File: src/rtl/bsfd_pkg.sv
// bsfd_pkg: shared types and constants of the byte-stuffed frame deframer
// no dependencies; imported by bsfd_cfg_regs, bsfd_parser, bsfd_out_stage, the core and bsfd_checker
`default_nettype none

package bsfd_pkg;

    localparam int unsigned CFG_IDX_W = 2;

    localparam logic [CFG_IDX_W-1:0] REG_DELIMITER = CFG_IDX_W'(0);
    localparam logic [CFG_IDX_W-1:0] REG_ESCAPE    = CFG_IDX_W'(1);
    localparam logic [CFG_IDX_W-1:0] REG_XOR_MASK  = CFG_IDX_W'(2);

    localparam logic [7:0] DELIMITER_RST = 8'd126;
    localparam logic [7:0] ESCAPE_RST    = 8'd125;
    localparam logic [7:0] XOR_MASK_RST  = 8'd32;

    typedef enum logic [1:0] {
        KIND_PAYLOAD  = 2'd0,
        KIND_COMPLETE = 2'd1,
        KIND_DROPPED  = 2'd2
    } t_kind;

    typedef enum logic {
        CMD_BYTE   = 1'b0,
        CMD_RESYNC = 1'b1
    } t_cmd;

    typedef struct packed {
        logic [7:0] delimiter_byte;
        logic [7:0] escape_byte;
        logic [7:0] xor_mask;
    } t_cfg;

    typedef struct packed {
        t_kind      event_kind;
        logic [7:0] payload_byte;
        logic [8:0] byte_index;
        logic [9:0] frame_length;
    } t_result;

endpackage

`default_nettype wire

File: src/rtl/bsfd_in_if.sv
// bsfd_in_if: input channel, one received byte or resync command per beat
// no dependencies
`default_nettype none

interface bsfd_in_if;
    logic       valid;
    logic       ready;
    logic       command;
    logic [7:0] rx_byte;

    modport source (output valid, output command, output rx_byte, input ready);
    modport sink   (input valid, input command, input rx_byte, output ready);
endinterface

`default_nettype wire

File: src/rtl/bsfd_out_if.sv
// bsfd_out_if: result channel, one deframer event per beat
// no dependencies
`default_nettype none

interface bsfd_out_if;
    logic       valid;
    logic       ready;
    logic [1:0] event_kind;
    logic [7:0] payload_byte;
    logic [8:0] byte_index;
    logic [9:0] frame_length;

    modport source (output valid, output event_kind, output payload_byte,
                    output byte_index, output frame_length, input ready);
    modport sink   (input valid, input event_kind, input payload_byte,
                    input byte_index, input frame_length, output ready);
endinterface

`default_nettype wire

File: src/rtl/bsfd_cfg_regs.sv
// bsfd_cfg_regs: delimiter, escape and xor mask registers with write port
// depends on bsfd_pkg
`default_nettype none

module bsfd_cfg_regs (
    input  wire                              i_clk,
    input  wire                              i_rst_n,
    input  wire                              i_cfg_we,
    input  wire [bsfd_pkg::CFG_IDX_W-1:0]    i_cfg_index,
    input  wire [7:0]                        i_cfg_data,
    output bsfd_pkg::t_cfg                   o_cfg
);
    import bsfd_pkg::*;

    t_cfg r_cfg;

    always_ff @(posedge i_clk) begin
        if (!i_rst_n) begin
            r_cfg.delimiter_byte <= DELIMITER_RST;
            r_cfg.escape_byte    <= ESCAPE_RST;
            r_cfg.xor_mask       <= XOR_MASK_RST;
        end else if (i_cfg_we) begin
            unique case (i_cfg_index)
                REG_DELIMITER: r_cfg.delimiter_byte <= i_cfg_data;
                REG_ESCAPE:    r_cfg.escape_byte    <= i_cfg_data;
                REG_XOR_MASK:  r_cfg.xor_mask       <= i_cfg_data;
                default: begin
                end
            endcase
        end
    end

    assign o_cfg = r_cfg;

endmodule

`default_nettype wire

File: src/rtl/bsfd_parser.sv
// bsfd_parser: framing state and per-beat unstuffing step
// depends on bsfd_pkg
`default_nettype none

module bsfd_parser #(
    parameter int unsigned MAX_FRAME_BYTES = 512
) (
    input  wire              i_clk,
    input  wire              i_rst_n,
    input  wire              i_fire,
    input  wire              i_command,
    input  wire [7:0]        i_rx_byte,
    input  bsfd_pkg::t_cfg   i_cfg,
    output logic             o_has_result,
    output bsfd_pkg::t_result o_result
);
    import bsfd_pkg::*;

    localparam int unsigned CNT_W = $clog2(MAX_FRAME_BYTES + 1);
    localparam logic [CNT_W-1:0] MAX_CNT = CNT_W'(MAX_FRAME_BYTES);

    logic             r_inside;
    logic             r_esc;
    logic [CNT_W-1:0] r_count;
    logic             n_inside;
    logic             n_esc;
    logic [CNT_W-1:0] n_count;

    always_comb begin
        n_inside     = r_inside;
        n_esc        = r_esc;
        n_count      = r_count;
        o_has_result = 1'b0;
        o_result     = '0;
        if (t_cmd'(i_command) == CMD_RESYNC) begin
            n_inside = 1'b0;
            n_esc    = 1'b0;
            n_count  = '0;
        end else if (i_rx_byte == i_cfg.delimiter_byte) begin
            if (r_inside && (r_count != '0)) begin
                n_inside              = 1'b0;
                o_has_result          = 1'b1;
                o_result.event_kind   = KIND_COMPLETE;
                o_result.frame_length = 10'(r_count);
            end else begin
                n_inside = 1'b1;
            end
            n_esc   = 1'b0;
            n_count = '0;
        end else if (!r_inside) begin
            n_inside = 1'b0;
        end else if (i_rx_byte == i_cfg.escape_byte) begin
            n_esc = 1'b1;
        end else if (r_count >= MAX_CNT) begin
            n_inside            = 1'b0;
            n_esc               = 1'b0;
            n_count             = '0;
            o_has_result        = 1'b1;
            o_result.event_kind = KIND_DROPPED;
        end else begin
            o_has_result          = 1'b1;
            o_result.event_kind   = KIND_PAYLOAD;
            o_result.payload_byte = r_esc ? (i_rx_byte ^ i_cfg.xor_mask) : i_rx_byte;
            o_result.byte_index   = 9'(r_count);
            n_esc                 = 1'b0;
            n_count               = r_count + CNT_W'(1);
        end
    end

    always_ff @(posedge i_clk) begin
        if (!i_rst_n) begin
            r_inside <= 1'b0;
            r_esc    <= 1'b0;
            r_count  <= '0;
        end else if (i_fire) begin
            r_inside <= n_inside;
            r_esc    <= n_esc;
            r_count  <= n_count;
        end
    end

endmodule

`default_nettype wire

File: src/rtl/bsfd_out_stage.sv
// bsfd_out_stage: result register driving the event channel
// depends on bsfd_pkg and bsfd_out_if
`default_nettype none

module bsfd_out_stage (
    input  wire                i_clk,
    input  wire                i_rst_n,
    input  wire                i_load,
    input  bsfd_pkg::t_result  i_result,
    output logic               o_can_load,
    bsfd_out_if.source         o_ev
);
    import bsfd_pkg::*;

    logic    r_valid;
    t_result r_result;

    assign o_can_load = !r_valid || o_ev.ready;

    always_ff @(posedge i_clk) begin
        if (!i_rst_n) begin
            r_valid <= 1'b0;
        end else if (i_load) begin
            r_valid <= 1'b1;
        end else if (o_ev.ready) begin
            r_valid <= 1'b0;
        end
    end

    always_ff @(posedge i_clk) begin
        if (i_load) begin
            r_result <= i_result;
        end
    end

    assign o_ev.valid        = r_valid;
    assign o_ev.event_kind   = r_result.event_kind;
    assign o_ev.payload_byte = r_result.payload_byte;
    assign o_ev.byte_index   = r_result.byte_index;
    assign o_ev.frame_length = r_result.frame_length;

endmodule

`default_nettype wire

File: src/rtl/byte_stuffed_frame_deframer_core.sv
// byte_stuffed_frame_deframer_core: top level of the byte-stuffed frame deframer
// depends on bsfd_pkg, bsfd_in_if, bsfd_out_if, bsfd_cfg_regs, bsfd_parser, bsfd_out_stage
// path: an accepted input beat is held in the input register, then its event, if any, in the result register
// throughput: one beat per cycle; input stalls only while the held beat has an event
// and the result register is full with the event sink not ready
// reset: synchronous active low, clears framing state, stages and config to defaults
`default_nettype none

module byte_stuffed_frame_deframer_core #(
    parameter int unsigned MAX_FRAME_BYTES = 512
) (
    input  wire                           i_clk,
    input  wire                           i_rst_n,
    input  wire                           i_cfg_we,
    input  wire [bsfd_pkg::CFG_IDX_W-1:0] i_cfg_index,
    input  wire [7:0]                     i_cfg_data,
    bsfd_in_if.sink                       i_rx,
    bsfd_out_if.source                    o_ev
);
    import bsfd_pkg::*;

    t_cfg       cfg;
    t_result    result;
    logic       has_result;
    logic       can_load;
    logic       advance;
    logic       r_in_valid;
    logic       r_command;
    logic [7:0] r_rx_byte;

    assign advance    = r_in_valid && (!has_result || can_load);
    assign i_rx.ready = !r_in_valid || advance;

    always_ff @(posedge i_clk) begin
        if (!i_rst_n) begin
            r_in_valid <= 1'b0;
        end else if (i_rx.valid && i_rx.ready) begin
            r_in_valid <= 1'b1;
        end else if (advance) begin
            r_in_valid <= 1'b0;
        end
    end

    always_ff @(posedge i_clk) begin
        if (i_rx.valid && i_rx.ready) begin
            r_command <= i_rx.command;
            r_rx_byte <= i_rx.rx_byte;
        end
    end

    bsfd_cfg_regs u_cfg (
        .i_clk       (i_clk),
        .i_rst_n     (i_rst_n),
        .i_cfg_we    (i_cfg_we),
        .i_cfg_index (i_cfg_index),
        .i_cfg_data  (i_cfg_data),
        .o_cfg       (cfg)
    );

    bsfd_parser #(
        .MAX_FRAME_BYTES (MAX_FRAME_BYTES)
    ) u_parser (
        .i_clk        (i_clk),
        .i_rst_n      (i_rst_n),
        .i_fire       (advance),
        .i_command    (r_command),
        .i_rx_byte    (r_rx_byte),
        .i_cfg        (cfg),
        .o_has_result (has_result),
        .o_result     (result)
    );

    bsfd_out_stage u_out (
        .i_clk      (i_clk),
        .i_rst_n    (i_rst_n),
        .i_load     (advance && has_result),
        .i_result   (result),
        .o_can_load (can_load),
        .o_ev       (o_ev)
    );

endmodule

`default_nettype wire

File: src/flat_wrapper.sv
// flat-port wrapper written by rule: the top's interface ports become plain ports
module byte_stuffed_frame_deframer_core_flat import bsfd_pkg::*;
#(
    parameter int unsigned MAX_FRAME_BYTES = 512
)
  (i_clk, i_rst_n, i_cfg_we, i_cfg_index, i_cfg_data, i_rx_valid, i_rx_command, i_rx_rx_byte, i_rx_ready, o_ev_valid, o_ev_event_kind, o_ev_payload_byte, o_ev_byte_index, o_ev_frame_length, o_ev_ready);
  bsfd_in_if i_rx_i ();
  bsfd_out_if o_ev_i ();
  input  wire i_clk;
  input  wire i_rst_n;
  input  wire i_cfg_we;
  input  wire [bsfd_pkg::CFG_IDX_W-1:0] i_cfg_index;
  input  wire [7:0] i_cfg_data;
  input wire logic [$bits(i_rx_i.valid)-1:0] i_rx_valid;
  input wire logic [$bits(i_rx_i.command)-1:0] i_rx_command;
  input wire logic [$bits(i_rx_i.rx_byte)-1:0] i_rx_rx_byte;
  output wire logic [$bits(i_rx_i.ready)-1:0] i_rx_ready;
  output wire logic [$bits(o_ev_i.valid)-1:0] o_ev_valid;
  output wire logic [$bits(o_ev_i.event_kind)-1:0] o_ev_event_kind;
  output wire logic [$bits(o_ev_i.payload_byte)-1:0] o_ev_payload_byte;
  output wire logic [$bits(o_ev_i.byte_index)-1:0] o_ev_byte_index;
  output wire logic [$bits(o_ev_i.frame_length)-1:0] o_ev_frame_length;
  input wire logic [$bits(o_ev_i.ready)-1:0] o_ev_ready;
  assign i_rx_i.valid = i_rx_valid;
  assign i_rx_i.command = i_rx_command;
  assign i_rx_i.rx_byte = i_rx_rx_byte;
  assign i_rx_ready = i_rx_i.ready;
  assign o_ev_valid = o_ev_i.valid;
  assign o_ev_event_kind = o_ev_i.event_kind;
  assign o_ev_payload_byte = o_ev_i.payload_byte;
  assign o_ev_byte_index = o_ev_i.byte_index;
  assign o_ev_frame_length = o_ev_i.frame_length;
  assign o_ev_i.ready = o_ev_ready;
  byte_stuffed_frame_deframer_core #(.MAX_FRAME_BYTES(MAX_FRAME_BYTES)) u_core (.i_clk(i_clk), .i_rst_n(i_rst_n), .i_cfg_we(i_cfg_we), .i_cfg_index(i_cfg_index), .i_cfg_data(i_cfg_data), .i_rx(i_rx_i), .o_ev(o_ev_i));
endmodule
File: config.mk
export PLATFORM = sky130hd
export DESIGN_NAME = byte_stuffed_frame_deframer_core_flat
export DESIGN_NICKNAME = d
export VERILOG_FILES = /design/src/rtl/bsfd_pkg.sv /design/src/rtl/bsfd_in_if.sv /design/src/rtl/bsfd_out_if.sv /design/src/rtl/bsfd_cfg_regs.sv /design/src/rtl/bsfd_parser.sv /design/src/rtl/bsfd_out_stage.sv /design/src/rtl/byte_stuffed_frame_deframer_core.sv /design/src/flat_wrapper.sv
export SDC_FILE = /design/constraint.sdc
export NUM_CORES = 1
export LEC_CHECK = 0
export ABC_AREA = 1
export BUFFER_PORTS_ARGS = -buffer_cell sky130_fd_sc_hd__buf_2
export CAP_MARGIN = 30
export CORE_MARGIN = 2
export CORE_UTILIZATION = 51
export CTS_CLUSTER_SIZE = 30
export DETAILED_ROUTE_END_ITERATION = 6
export PLACE_DENSITY = 0.74
export SLEW_MARGIN = 20
export SYNTH_ARGS = -nofsm -noshare
export SYNTH_HDL_FRONTEND = slang
export SYNTH_HIERARCHICAL = 1
export SYNTH_SLANG_ARGS = --single-unit
File: constraint.sdc
create_clock -name i_clk -period 2.4 [get_ports i_clk]
set_input_delay 0.12 -clock i_clk [delete_from_list [all_inputs] [get_ports i_clk]]
set_output_delay 0.12 -clock i_clk [all_outputs]
set_load 0.01 [all_outputs]
==> impl_table.tex <==
\begin{tabular}{lr}
\hline
Metric & Value \\
\hline
\multicolumn{2}{l}{\textbf{Clocking}} \\
\quad Depth of the CTS H-tree & 3 \\
\quad Number of buffers created by CTS & 9 \\
\quad Clock tree from TritonCTS & built \\
\quad Deepest clock path buffer count & 2 \\
\quad Clock root buffer & clkbuf\_8 \\
\quad Clock insertion delay at the later pin of the skew report & $\sim$0.35 ns \\
\quad Number of sinks driven by the clock tree & 76 \\
\quad Clock input transition at the sequential cells of the worst setup and hold paths & 0.08 ns \\
\multicolumn{2}{l}{\textbf{Worst setup path}} \\
\quad Endpoint of the lowest-slack register-to-register path & u\_core/u\_parser/r\_count[1] \\
\quad Cell with the biggest individual delay on the critical path & edfxtp\_1 \\
\quad Register-to-register path setup slack & about 0.26 ns \\
\quad Family of cells with the greatest summed delay on the critical path & simple AND/OR/NAND/NOR gates \\
\quad Worst Path Max Fanout & 12 \\
\quad Kind of end point of the critical path & flop \\
\quad Required @ worst endpoint & approximately 2.7 ns \\
\quad Critical path class & flop to flop \\
\quad R2r worst-path depth & 12 \\
\quad Element type at the critical path start & flop \\
\quad Buffers \& Inverters on Critical Path & 1 \\
\quad Crit-path max cell delay & approximately 0.49 ns \\
\quad Critical register-to-register path startpoint & u\_core/r\_rx\_byte[0] \\
\quad Data arrival time at the worst-slack endpoint & between 2 and 2.5 ns \\
\quad Cells along the critical path & nor2\_1 -> nor2\_1 -> nor2\_1 -> nand2\_1 -> nor2\_4 -> nand2\_1 -> a21oi\_2 -> a21boi\_0 -> buf\_4 -> nand2\_4 -> nand2\_1 -> a21oi\_1 \\
\multicolumn{2}{l}{\textbf{Finish}} \\
\quad Layout Nets & around 550 \\
\quad Ratio of cells with drive above 1 in the final layout & 0.189 \\
\quad Final Non-Filler Cells & 629 \\
\quad Number of antenna repair diodes & 0 \\
\quad Filler cells & 652 \\
\quad Area growth, synth to finish & 17.6\% \\
\quad Post-route cell area & roughly 4300 µm² \\
\multicolumn{2}{l}{\textbf{Timing}} \\
\quad Number of pins exceeding their max-slew limit in the final report & 0 \\
\quad Maximum clock frequency & around 470 MHz \\
\quad Minimum clock period & between 2 and 2.5 ns \\
\quad Worst slack on hold paths & around 0.015 ns \\
\quad Unrepaired setup endpoints after global routing & false \\
\quad Slew at the pin with the worst max-slew slack & about 0.57 ns \\
\quad Final setup skew & between 0.006 and 0.007 ns \\
\quad Max\_slew headroom & 0.618 \\
\quad Hold Vio Cnt, Final & 0 \\
\quad Finish-stage setup viols & 0 \\
\quad Tcrit/Tclk final & 0.891 \\
\quad Total Neg Setup Slack & 0 ns \\
\multicolumn{2}{l}{\textbf{Worst hold path}} \\
\quad Worst hold endpoint & u\_core/r\_in\_valid \\
\quad Type of the tightest min-delay check & input port to flop \\
\quad Min-Delay Path Depth & 3 \\
\quad Min-delay src & i\_rx\_valid \\
\multicolumn{2}{l}{\textbf{Synthesis}} \\
\quad \#FFs+latches synth & 76 \\
\quad EDFF count, synth & 38 \\
\quad Mapped Nets & roughly 480 \\
\quad Sequential element share of the synthesized area & 0.515 \\
\quad Async set or reset register ratio after synthesis & 0 \\
\quad Number of instances in the synthesized netlist & around 460 \\
\quad Yosys Warn Count & 6 \\
\quad Mean instance size in the synthesized netlist & between 8 and 9 µm² \\
\quad Area of the mapped netlist & around 3700 µm² \\
\quad Most common flop cell mapped by yosys & edfxtp\_1 \\
\quad Distinct cells, synth & 28 \\
\multicolumn{2}{l}{\textbf{Route}} \\
\quad Vias per std cell & slightly below 5 \\
\quad Wire length per cell & 12.3 µm \\
\quad Total number of vias & approximately 3100 \\
\quad Detailed Route Iter0 Violations & $\sim$260 \\
\quad Post-Route WL & 7750 µm \\
\quad Post-route ant nets & 0 \\
\quad Routed length on met3 & 474 µm \\
\quad DRC violation count after routing & 0 \\
\quad Max Used Layer & met4 \\
\quad Post-Route M1 WL & about 3800 µm \\
\quad Number of detailed-route iterations in the first pass & 5 \\
\quad Length of routed met2 wiring & 3440 µm \\
\multicolumn{2}{l}{\textbf{Die}} \\
\quad Width of the chip & approximately 89 µm \\
\quad I/O pin count & 55 \\
\quad Die area & between 7000 and 8000 µm² \\
\quad Chip Height & between 80 and 90 µm \\
\quad FP Rows & 31 \\
\quad Core region area & between 7000 and 8000 µm² \\
\quad Initial standard-cell utilization of the core & 0.517 \\
\multicolumn{2}{l}{\textbf{Global routing}} \\
\quad Antenna violations before repair & 0 \\
\quad Number of global-route vias before repair & 2723 \\
\quad Pin count of the biggest net entering global routing & 34 \\
\quad Global route overflow & 0 \\
\quad Wire length of the first global-routing pass & 12900 µm \\
\quad Overall global routing resource usage & 0.214 \\
\multicolumn{2}{l}{\textbf{Place}} \\
\quad Number of placed cells counting well taps & between 600 and 700 \\
\quad RePlAce Congestion & between 0.8 and 0.9 \\
\quad Dpl hpwl & between 5000 and 6000 µm \\
\quad Post-placement cell area & just over 4000 µm² \\
\quad Input/output buffers & 54 \\
\multicolumn{2}{l}{\textbf{Power}} \\
\quad Worst-case vdd ir drop & a little under 0.4 mV \\
\quad Cell leakage power & around 1.8 nW \\
\quad Pwr dens & around 610 nW/µm² \\
\multicolumn{2}{l}{\textbf{Outcome}} \\
\quad Outcome & finished clean \\
\multicolumn{2}{l}{\textbf{Flow run}} \\
\quad Count of max-cap constraint violations & 0 \\
\hline
\end{tabular}
-- repair_timing --
item                       CTS  global route
resized for setup            0             1
setup buffers                0             0
hold buffers                 9             0
setup endpoints to repair    0            32
hold endpoints to repair     9             0
-- flip-flops by register name, indices dropped and copies added (netlist names) --
| name | cells |
|---|---|
| u_core/r_rx_byte | 8 |
| u_core/u_parser/r_esc | 1 |
| u_core/u_cfg/o_cfg | 24 |
| u_core/r_command | 1 |
| u_core/u_out/o_ev.byte_index | 9 |
| u_core/u_out/o_ev.frame_length | 10 |
| u_core/u_parser/r_inside | 1 |
| u_core/u_out/o_ev.valid | 1 |
| u_core/u_out/o_ev.payload_byte | 8 |
| u_core/u_out/o_ev.event_kind | 2 |
| u_core/u_parser/r_count | 10 |
| u_core/r_in_valid | 1 |
-- stage by stage --
stage               power, mW   util  setup slack (ns)
global placement         1.68  0.566             0.274
floorplan                1.62      -            0.0444
finish                   2.65  0.608             0.262
CTS                      2.66  0.607             0.204
global route             2.76  0.608            0.0109
detailed placement       1.68  0.566             0.232
-- kinds of logic (layout without fill, tap and decap cells) --
| logic type | count (synthesis) | count (layout) | share of synthesized area |
|---|---|---|---|
| xor gates and xnor gates | 10 | 10 | 0.0237 |
| buffers and inverters | 69 | 141 | 0.0851 |
| DFF | 76 | 76 | 0.515 |
| adders and majority gates | 2 | 2 | 0.00678 |
| AOI/OAI and AO/OA | 33 | 33 | 0.0515 |
| and+or+nand+nor | 268 | 268 | 0.317 |
-- Yosys cell counts (all sizes together), types with 7 or more instances --
cell    count  area share
dfxtp      38        0.21
a21oi      16       0.024
nor2       73       0.079
edfxtp     38        0.31
nand4      11       0.019
xnor2       7       0.017
inv        57       0.059
o21ai      10       0.014
nand2     132        0.14
nand3      44       0.068
nor3        8       0.011
buf         7       0.020
-- placed cells by master (no fill, tap or decap), types with 2 or more instances in the layout --
cell and count:
clkinv_4 2, nand3_1 41, nand2_2 4, dlygate4sd3_1 9, nor2_1 70, buf_4 4, ha_1 2, buf_2 54
a21oi_2 3, nand2_4 2, clkbuf_8 9, inv_1 47, o21ai_0 10, nand2_1 126, nor3_1 8, nand3_4 2
nand4_1 11, xnor2_1 7, a21oi_1 13, nor2_4 2, xor2_1 3, a211oi_1 6, edfxtp_1 38, clkinvlp_4 5
dfxtp_1 38, inv_2 8
-- how the worst max path moves through the flow --
stage | slack [ns] | cells after the start | end | start
floorplan | 0.04 | 12 | u_core/u_parser/r_esc | u_core/r_rx_byte[1]
global placement | 0.27 | 10 | u_core/u_out/o_ev.byte_index[4] | u_core/r_rx_byte[0]
detailed placement | 0.23 | 10 | u_core/u_out/o_ev.byte_index[4] | u_core/r_rx_byte[0]
CTS | 0.20 | 9 | i_rx_ready | u_core/r_rx_byte[0]
global route | 0.01 | 13 | u_core/u_parser/r_count[1] | u_core/r_rx_byte[7]
finish | 0.26 | 12 | u_core/u_parser/r_count[1] | u_core/r_rx_byte[0]
-- power breakdown --
part / internal [mW] / total [mW] / switching [mW]
registers: 1.39 / 1.43 / 0.0394
logic: 0.0923 / 0.237 / 0.145
clock network: 0.483 / 0.982 / 0.499
-- metal layers --
layer / vias to the layer above / global-route usage
li1: 1606 / -
met1: 1409 / 0.307
met2: 96 / 0.328
met3: 6 / 0.0489
met4: 0 / 0.0583
met5: - / 0
-- tightest hold or removal path, cell delays in order --
cell and delay [ns]:
buf_2 0.10, inv_1 0.06, a21oi_2 0.05
-- cell type report --
class,instances,area [µm²],share of cell area
clock buffers,9,124,0.0286
repair buffers,68,410,0.0946
flip-flops and latches,76,1900,0.438
clock inverters,7,77.6,0.0179
inverters,57,223,0.0513
well taps,99,124,0.0286
multi-input cells,313,1480,0.341
Power figures use the tool's default switching activity.
